==> src/rtl/core/throttle_ramp_controller_defines.svh <==
// Assertion macros for the throttle ramp controller.
// Each macro expects signals named clk and rst_n in the module that uses it.
`ifndef THROTTLE_RAMP_CONTROLLER_DEFINES_SVH
`define THROTTLE_RAMP_CONTROLLER_DEFINES_SVH

// Same-cycle implication, checked out of reset
`define TRC_ASSERT_SAME(label, ante, cons, msg) \
    label: assert property (@(posedge clk) disable iff (!rst_n) (ante) |-> (cons)) \
        else $error(msg);

// Next-cycle implication, checked out of reset
`define TRC_ASSERT_NEXT(label, ante, cons, msg) \
    label: assert property (@(posedge clk) disable iff (!rst_n) (ante) |=> (cons)) \
        else $error(msg);

`endif

==> src/rtl/core/trc_pkg.sv <==
// Shared types and constants for the throttle ramp controller.
// No dependencies; imported by every module of the block.
`timescale 1ns / 1ps
`default_nettype none

package trc_pkg;

    // Fixed point format of the motor speed and the near-zero band
    localparam int FRAC_BITS = 4;
    localparam int DEADBAND  = 5;

    // Field widths
    localparam int THR_W   = 9;
    localparam int SPEED_W = 13;
    localparam int STEP_W  = 12;
    localparam int LIMIT_W = 8;
    localparam int LEVEL_W = 8;
    localparam int ADDR_W  = 4;
    localparam int DATA_W  = 32;

    // Reset values of the configuration registers
    localparam logic [STEP_W-1:0]  ACCEL_STEP_RST  = 12'd16;
    localparam logic [STEP_W-1:0]  BRAKE_STEP_RST  = 12'd16;
    localparam logic [LIMIT_W-1:0] SPEED_LIMIT_RST = 8'd255;

    // Register index, taken from paddr word address
    typedef enum logic [1:0] {
        REG_ACCEL_STEP  = 2'd0,
        REG_BRAKE_STEP  = 2'd1,
        REG_SPEED_LIMIT = 2'd2
    } reg_index_t;

    // Motor direction code
    typedef enum logic [1:0] {
        DIR_RELEASE  = 2'd0,
        DIR_FORWARD  = 2'd1,
        DIR_BACKWARD = 2'd2
    } drive_dir_t;

    // Configuration bundle from the register block to the datapath
    typedef struct packed {
        logic [STEP_W-1:0]  accel_step;
        logic [STEP_W-1:0]  brake_step;
        logic [LIMIT_W-1:0] speed_limit;
    } trc_cfg_t;

endpackage

`default_nettype wire

==> src/rtl/core/trc_regs.sv <==
// APB-style configuration registers: accel step, brake step, speed limit.
// Depends on trc_pkg.
`timescale 1ns / 1ps
`default_nettype none

module trc_regs
    import trc_pkg::*;
(
    input  wire logic              clk,
    input  wire logic              rst_n,
    input  wire logic              psel,
    input  wire logic              penable,
    input  wire logic              pwrite,
    input  wire logic [ADDR_W-1:0] paddr,
    input  wire logic [DATA_W-1:0] pwdata,
    output logic      [DATA_W-1:0] prdata,
    output logic                   pready,
    output trc_cfg_t               cfg
);

    logic [STEP_W-1:0]  accel_reg, accel_next;
    logic [STEP_W-1:0]  brake_reg, brake_next;
    logic [LIMIT_W-1:0] limit_reg, limit_next;
    logic               wr_en;
    reg_index_t         idx;

    assign pready = 1'b1;
    assign wr_en  = psel && penable && pwrite;
    assign idx    = reg_index_t'(paddr[3:2]);

    // Write decode
    always_comb
    begin
        accel_next = accel_reg;
        brake_next = brake_reg;
        limit_next = limit_reg;
        if (wr_en)
        begin
            unique case (idx)
                REG_ACCEL_STEP:  accel_next = pwdata[STEP_W-1:0];
                REG_BRAKE_STEP:  brake_next = pwdata[STEP_W-1:0];
                REG_SPEED_LIMIT: limit_next = pwdata[LIMIT_W-1:0];
                default:         ;
            endcase
        end
    end

    always_ff @(posedge clk or negedge rst_n)
    begin
        if (!rst_n)
        begin
            accel_reg <= ACCEL_STEP_RST;
            brake_reg <= BRAKE_STEP_RST;
            limit_reg <= SPEED_LIMIT_RST;
        end
        else
        begin
            accel_reg <= accel_next;
            brake_reg <= brake_next;
            limit_reg <= limit_next;
        end
    end

    // Read mux
    always_comb
    begin
        unique case (idx)
            REG_ACCEL_STEP:  prdata = DATA_W'(accel_reg);
            REG_BRAKE_STEP:  prdata = DATA_W'(brake_reg);
            REG_SPEED_LIMIT: prdata = DATA_W'(limit_reg);
            default:         prdata = '0;
        endcase
    end

    assign cfg.accel_step  = accel_reg;
    assign cfg.brake_step  = brake_reg;
    assign cfg.speed_limit = limit_reg;

endmodule

`default_nettype wire

==> src/rtl/core/trc_clamp.sv <==
// Throttle clamp to +/- speed limit followed by the zero deadband.
// Depends on trc_pkg.
`timescale 1ns / 1ps
`default_nettype none

module trc_clamp
    import trc_pkg::*;
(
    input  wire logic signed [THR_W-1:0]   request,
    input  wire logic        [LIMIT_W-1:0] limit,
    output logic signed      [THR_W-1:0]   clamped
);

    localparam int CW = THR_W + 1;
    localparam logic signed [CW-1:0] DB_POS = CW'(DEADBAND);
    localparam logic signed [CW-1:0] DB_NEG = -CW'(DEADBAND);

    logic signed [CW-1:0] req_w;
    logic signed [CW-1:0] lim_pos;
    logic signed [CW-1:0] lim_neg;
    logic signed [CW-1:0] res_w;

    assign req_w   = CW'(request);
    assign lim_pos = signed'(CW'(limit));
    assign lim_neg = -lim_pos;

    // Clamp wins over the deadband
    always_comb
    begin
        priority if (req_w > lim_pos)
            res_w = lim_pos;
        else if (req_w < lim_neg)
            res_w = lim_neg;
        else if (req_w < DB_POS && req_w > DB_NEG)
            res_w = '0;
        else
            res_w = req_w;
    end

    assign clamped = res_w[THR_W-1:0];

endmodule

`default_nettype wire

==> src/rtl/core/trc_ramp.sv <==
// Next motor speed: near-zero jump, accel/brake ramp, exact landing, e-brake.
// Depends on trc_pkg.
`timescale 1ns / 1ps
`default_nettype none

module trc_ramp
    import trc_pkg::*;
(
    input  wire logic signed [SPEED_W-1:0] speed,
    input  wire logic signed [THR_W-1:0]   target,
    input  wire logic                      ebrake,
    input  wire trc_cfg_t                  cfg,
    output logic signed      [SPEED_W-1:0] speed_new
);

    // One extra bit so the distance to the target never wraps
    localparam int RW = SPEED_W + 1;
    localparam logic signed [RW-1:0] ZONE_POS = RW'(DEADBAND << FRAC_BITS);
    localparam logic signed [RW-1:0] ZONE_NEG = -RW'(DEADBAND << FRAC_BITS);

    logic signed [RW-1:0] spd;
    logic signed [RW-1:0] tgt;
    logic signed [RW-1:0] acc;
    logic signed [RW-1:0] brk;
    logic signed [RW-1:0] diff;
    logic signed [RW-1:0] res;
    logic                 up;
    logic                 down;

    assign spd  = RW'(speed);
    assign tgt  = RW'(target) <<< FRAC_BITS;
    assign acc  = signed'(RW'(cfg.accel_step));
    assign brk  = signed'(RW'(cfg.brake_step));
    assign up   = tgt > spd;
    assign down = tgt < spd;
    assign diff = up ? (tgt - spd) : (spd - tgt);

    // Step selection; away from zero uses accel, toward zero uses brake
    always_comb
    begin
        priority if (ebrake)
            res = '0;
        else if (spd > ZONE_NEG && spd < ZONE_POS)
        begin
            priority if (tgt >= ZONE_POS)
                res = ZONE_POS;
            else if (tgt <= ZONE_NEG)
                res = ZONE_NEG;
            else
                res = '0;
        end
        else if (up && spd >= 0)
            res = (diff < acc) ? tgt : spd + acc;
        else if (down && spd > 0)
            res = (diff < brk) ? tgt : spd - brk;
        else if (down && spd <= 0)
            res = (diff < acc) ? tgt : spd - acc;
        else if (up && spd < 0)
            res = (diff < brk) ? tgt : spd + brk;
        else
            res = spd;
    end

    // Result lies between old speed and target, at a zone edge, or at zero
    assign speed_new = res[SPEED_W-1:0];

endmodule

`default_nettype wire

==> src/rtl/core/throttle_ramp_controller.sv <==
// Throttle ramp controller: top level (slew-rate limited motor speed).
// Uses trc_pkg, trc_regs, trc_clamp, trc_ramp and the assertion macros.
//
// Input channel (in_valid/in_ready): one item per control tick, carrying
// throttle_request (signed whole units) and ebrake_on.
// Output channel (out_valid/out_ready): one result item per input item, in
// order: clamped_throttle, speed_now (Q4), drive_level, drive_dir, ebrake_active.
// Config: APB-style port, accel_step at 0x0, brake_step at 0x4, speed_limit
// at 0x8; pready is tied high, writes land on the access cycle.
// Pipeline: an accepted item is loaded into the input register, then into the
// result register, where out_valid rises; a held result register can delay it.
// Throughput: one item per cycle while the result register is free; the motor speed
// register is read and written once per item in the result stage, so ticks run back to back.
// Reset: speed returns to zero, registers to their defaults, both stages empty.
// Stall: while out_ready is low the result holds; one more item is taken into
// the input register, then in_ready drops until the result is taken.
`timescale 1ns / 1ps
`default_nettype none
`include "throttle_ramp_controller_defines.svh"

module throttle_ramp_controller
    import trc_pkg::*;
(
    input  wire logic                      clk,
    input  wire logic                      rst_n,
    // config port
    input  wire logic                      psel,
    input  wire logic                      penable,
    input  wire logic                      pwrite,
    input  wire logic        [ADDR_W-1:0]  paddr,
    input  wire logic        [DATA_W-1:0]  pwdata,
    output logic             [DATA_W-1:0]  prdata,
    output logic                           pready,
    // input channel
    input  wire logic                      in_valid,
    output logic                           in_ready,
    input  wire logic signed [THR_W-1:0]   throttle_request,
    input  wire logic                      ebrake_on,
    // output channel
    output logic                           out_valid,
    input  wire logic                      out_ready,
    output logic signed      [THR_W-1:0]   clamped_throttle,
    output logic signed      [SPEED_W-1:0] speed_now,
    output logic             [LEVEL_W-1:0] drive_level,
    output logic             [1:0]         drive_dir,
    output logic                           ebrake_active
);

    trc_cfg_t cfg;

    // Input stage
    logic                      stg_valid_reg, stg_valid_next;
    logic signed [THR_W-1:0]   stg_clamped_reg;
    logic                      stg_ebrake_reg;
    logic signed [THR_W-1:0]   clamped_in;

    // Result stage and motor state
    logic                      out_valid_reg, out_valid_next;
    logic signed [THR_W-1:0]   clamped_reg;
    logic signed [SPEED_W-1:0] speed_reg;
    logic        [LEVEL_W-1:0] level_reg;
    drive_dir_t                dir_reg;
    logic                      ebrake_reg;
    logic signed [SPEED_W-1:0] motor_speed_reg, motor_speed_next;

    logic                      advance;
    logic                      load_stg;
    logic                      load_out;
    logic signed [SPEED_W-1:0] speed_new;
    logic        [SPEED_W-1:0] mag;
    logic        [SPEED_W-1:0] mag_whole;
    logic        [LEVEL_W-1:0] level_new;
    drive_dir_t                dir_new;

    trc_regs u_regs (
        .clk     (clk),
        .rst_n   (rst_n),
        .psel    (psel),
        .penable (penable),
        .pwrite  (pwrite),
        .paddr   (paddr),
        .pwdata  (pwdata),
        .prdata  (prdata),
        .pready  (pready),
        .cfg     (cfg)
    );

    trc_clamp u_clamp (
        .request (throttle_request),
        .limit   (cfg.speed_limit),
        .clamped (clamped_in)
    );

    trc_ramp u_ramp (
        .speed     (motor_speed_reg),
        .target    (stg_clamped_reg),
        .ebrake    (stg_ebrake_reg),
        .cfg       (cfg),
        .speed_new (speed_new)
    );

    // Handshake: result register frees when empty or taken
    assign advance  = !out_valid_reg || out_ready;
    assign in_ready = !stg_valid_reg || advance;
    assign load_stg = in_valid && in_ready;
    assign load_out = stg_valid_reg && advance;

    always_comb
    begin
        stg_valid_next   = in_ready ? in_valid : stg_valid_reg;
        out_valid_next   = advance ? stg_valid_reg : out_valid_reg;
        motor_speed_next = load_out ? speed_new : motor_speed_reg;
    end

    // Drive level and direction from the new speed
    assign mag       = (speed_new < 0) ? SPEED_W'(-speed_new) : SPEED_W'(speed_new);
    assign mag_whole = mag >> FRAC_BITS;
    assign level_new = (|mag_whole[SPEED_W-1:LEVEL_W]) ? '1 : mag_whole[LEVEL_W-1:0];

    always_comb
    begin
        priority if (speed_new > 0)
            dir_new = DIR_FORWARD;
        else if (speed_new < 0)
            dir_new = DIR_BACKWARD;
        else
            dir_new = DIR_RELEASE;
    end

    // Control state
    always_ff @(posedge clk or negedge rst_n)
    begin
        if (!rst_n)
        begin
            stg_valid_reg   <= 1'b0;
            out_valid_reg   <= 1'b0;
            motor_speed_reg <= '0;
        end
        else
        begin
            stg_valid_reg   <= stg_valid_next;
            out_valid_reg   <= out_valid_next;
            motor_speed_reg <= motor_speed_next;
        end
    end

    // Payload registers
    always_ff @(posedge clk)
    begin
        if (load_stg)
        begin
            stg_clamped_reg <= clamped_in;
            stg_ebrake_reg  <= ebrake_on;
        end
        if (load_out)
        begin
            clamped_reg <= stg_clamped_reg;
            speed_reg   <= speed_new;
            level_reg   <= level_new;
            dir_reg     <= dir_new;
            ebrake_reg  <= stg_ebrake_reg;
        end
    end

    assign out_valid        = out_valid_reg;
    assign clamped_throttle = clamped_reg;
    assign speed_now        = speed_reg;
    assign drive_level      = level_reg;
    assign drive_dir        = dir_reg;
    assign ebrake_active    = ebrake_reg;

    // Checks
    `TRC_ASSERT_SAME(a_ebrake_zero, out_valid_reg && ebrake_reg,
        speed_reg == '0 && dir_reg == DIR_RELEASE, "e-brake result with nonzero speed")
    `TRC_ASSERT_SAME(a_state_tracks_out, out_valid_reg, motor_speed_reg == speed_reg,
        "speed state differs from last result")
    `TRC_ASSERT_SAME(a_ready_when_empty, !out_valid_reg, in_ready,
        "input stalled with empty result register")
    `TRC_ASSERT_NEXT(a_stage_moves, stg_valid_reg && advance, out_valid_reg,
        "item lost between stages")

endmodule

`default_nettype wire

==> config.mk <==
export PLATFORM = sky130hd
export DESIGN_NAME = throttle_ramp_controller
export DESIGN_NICKNAME = d
export VERILOG_FILES = /design/src/rtl/core/trc_pkg.sv /design/src/rtl/core/trc_regs.sv /design/src/rtl/core/trc_clamp.sv /design/src/rtl/core/trc_ramp.sv /design/src/rtl/core/throttle_ramp_controller.sv
export VERILOG_INCLUDE_DIRS = /design/src /design/src/rtl/core
export SDC_FILE = /design/constraint.sdc
export NUM_CORES = 1
export LEC_CHECK = 0
export BUFFER_PORTS_ARGS = -buffer_cell sky130_fd_sc_hd__buf_2
export CELL_PAD_IN_SITES_DETAIL_PLACEMENT = 0
export CELL_PAD_IN_SITES_GLOBAL_PLACEMENT = 1
export CORE_MARGIN = 2
export CORE_UTILIZATION = 41
export DETAILED_ROUTE_END_ITERATION = 10
export GPL_ROUTABILITY_DRIVEN = 0
export PLACE_DENSITY = 0.75
export SLEW_MARGIN = 20
export SYNTH_ARGS = -nofsm -noshare
export SYNTH_HDL_FRONTEND = slang
export SYNTH_SLANG_ARGS = --single-unit
==> constraint.sdc <==
create_clock -name clk -period 5.91 [get_ports clk]
set_input_delay 1.182 -clock clk [delete_from_list [all_inputs] [get_ports clk]]
set_output_delay 1.182 -clock clk [all_outputs]
set_load 0.005 [all_outputs]
==> results.txt <==
Status - finished with violations
Failing checks - negative setup slack
Synth cell count leaders - 107 x ha_1, 92 x nand2_1, 88 x inv_1
Layout cells sized above 1 - 28.2%
IO Pins - 121
Design area - 11400 um^2
Mapped Cells - 1070
Syn Std Cell Area - 9050 um^2
Setup crit start kind - flip-flop
R2r setup slk - -0.11 ns
Largest net degree at the start of global routing - 48
Total gr overflow - 0
Post-synth EDFFs - 43
Root Driver - clkbuf_16
Crit Path Max Fanout - 6
Worst setup EP type - flip-flop
Number of fill cells - 2057
CP Class - flip-flop to flip-flop
Area contributors post-synth - ha_1 15%, edfxtp_1 14%, dfrtp_1 10%
DRC - 0
Fin worst setup slack - -0.113 ns
Final antenna-violating net count - 0
Tot Pwr - 8.17 mW
Fin cells - 1560
Critical path required time - 6.14 ns
Crit path largest cell delay - 0.52 ns
DR vias/cell - 5.76
Synth Area in Compound Gates - 22.4%
CTS tree - done
Slew Limit Fails - 0
Worst-Margin Slew - 0.949 ns
Peak VDD IR - 0.263 mV
Number of port buffers - 77
Vias in the first global route - 8753
DR vias - 8983
Placement row count - 54
Core Region - 21800 um^2
Slew HR - 36.5%
Setup violators final - 6
Synth Area in XOR/XNOR - 4.35%
Clk buf depth - 2
Largest family of logic cells by synthesized area - compound AO/OA/AOI/OAI gates
Crit-path slowest cell - or4_4
Chip Width - 153 um
First-pass GRT wire length - 48.5 mm
Total Routed Length - 31.3 mm
H-Tree Level Count - 3
Routed WL per cell - 20.0 um
Worst Clk Skew - 0.00687 ns
Avg Inst Size Synth - 8.46 um^2
Type of the worst min-delay path - flip-flop to flip-flop
Pre-CTS WS - -0.272 ns
Die Height - 153 um
Yosys cell types - 78
Fin crit share - 102%
Post-DP HPWL - 24.8 mm
Worst EP arrival - 6.26 ns
# placed instances - 1528
Total GRT Usage - 26.5%
Hold buffers post-CTS - 0
Simple-gate area share of the yosys netlist - 17.7%
Post-synth top area share - 14.8%
Ys async rst share - 52.2%
Post-layout minimum cycle time - 6.02 ns
Clock Latency Late Sink - 0.36 ns
Leakage - 5.15 nW
Number of max-cap violations - 0
RSZ-0062 raised after global routing - true
Nets - 1440
Area growth, synth to finish - 26.2%
Full die area - 23300 um^2
Sink Count - 90
DP Area - 10600 um^2
P per Cell Area - 715 nW/um^2
Top-count cell post-synth - ha_1
Num CTS Buffers - 9
Multiplexer share of the synthesized area - 5.00%
Synth warn - 0
DRT Pass-1 Iters - 5
Register area share after synthesis - 27.4%
# diodes - 0
Dominant cell type by area after synthesis - ha_1
Synth Flop Type - edfxtp_1
Drt initial violations - 766
Initial antenna violation count - 0
Post-synthesis adder-cell area fraction - 15.9%
Final Hold Fails - 0
#FFs+latches synth - 90
Initial Util - 41.6%
Fmax - 166 MHz
CTS clk-pin slew, worst paths - 0.07 ns
-- cells by family after synthesis --
family                     after synthesis
AOI/OAI and AO/OA                      310
xor gates and xnor gates                45
adders and majority gates              112
buffers and inverters                  151
DFF                                     90
muxes                                   40
other                                    2
and+or+nand+nor                        320
-- worst paths after layout --
check	startpoint	to	depth (start not counted)
worst min-delay path	stg_valid_reg$_DFFE_PN0N_	out_valid$_DFFE_PN0P_	1
min in group asynchronous	rst_n	u_regs.brake_reg[0]$_DFFE_PN0P_	2
worst max-delay path	motor_speed_reg[1]$_DFFE_PN0P_	drive_level[2]$_SDFFCE_PP1P_	25
worst min register to register	stg_valid_reg$_DFFE_PN0N_	out_valid$_DFFE_PN0P_	1
max in group asynchronous	rst_n	motor_speed_reg[11]$_DFFE_PN0P_	2
worst max register to register	motor_speed_reg[1]$_DFFE_PN0P_	drive_level[2]$_SDFFCE_PP1P_	25
-- worst max-delay path: cells and delay by family (launching register included) --
family / cells / cell delay (ns)
AND/OR/NAND/NOR: 10 / 2.59
multiplexers: 2 / 0.58
flip-flops: 1 / 0.39
XOR/XNOR: 1 / 0.12
buffers and inverters: 3 / 0.29
AO/OA/AOI/OAI: 7 / 1.46
adder cells (fa/ha/maj): 2 / 0.46
-- area by class of cell --
class / instances / area, um^2 / area share [%]
clock inverters: 7 / 78.8 / 0.690
well taps: 280 / 350 / 3.07
repair buffers: 235 / 1610 / 14.1
flip-flops and latches: 90 / 2480 / 21.7
inverters: 91 / 342 / 2.99
clock buffers: 9 / 225 / 1.97
multi-input cells: 848 / 6350 / 55.5
-- stage by stage --
| step | hold WS (ns) | TNS, ns | util (%) |
|---|---|---|---|
| after floorplan | 0.457 | 0 | - |
| final | 0.510 | -0.473 | 52.5 |
| after global routing | 0.540 | -2.81 | 52.5 |
| after CTS | 0.507 | 0 | 51.2 |
| after global placement | 0.466 | -1.84 | 48.9 |
| after detailed placement | 0.482 | -1.93 | 48.9 |
-- cell usage in the layout, fill, tap and decap left out, drive strengths merged, types with 21 or more instances in the layout --
cell | netlist | layout
nor2 | 67 | 67
nand2 | 94 | 94
o21ai | 78 | 78
mux2i | 21 | 21
nand3 | 25 | 25
a21oi | 79 | 79
conb | 2 | 21
edfxtp | 43 | 43
ha | 107 | 107
nand2b | 22 | 22
buf | 25 | 235
xnor2 | 27 | 27
nor3 | 33 | 33
inv | 91 | 94
dfrtp | 37 | 37
-- routing by layer --
layer / wire length, um / vias to the layer above / global-route usage, % / part of all wire, %
li1: - / 4266 / - / -
met4: 1490 / 0 / 11.5 / 4.8
met1: 13800 / 4232 / 36.6 / 44
met3: 2260 / 84 / 4.01 / 7.2
met5: 0 / - / 0 / 0
met2: 13700 / 401 / 41.3 / 44
-- power breakdown --
group | internal (mW) | switching (mW) | leakage, nW
combinational | 2.94 | 3.57 | 4.02
clock | 0.300 | 0.285 | 0.148
sequential | 0.935 | 0.138 | 0.981
total | 4.17 | 4.00 | 5.15
-- repair_timing --
action,CTS,global route
endpoints found under the setup margin,11,12
setup buffers,4,12
pin swaps,18,25
gates resized for setup,34,41
cloned,0,0
hold endpoints to repair,0,0
(Power assumes the default switching activity.)
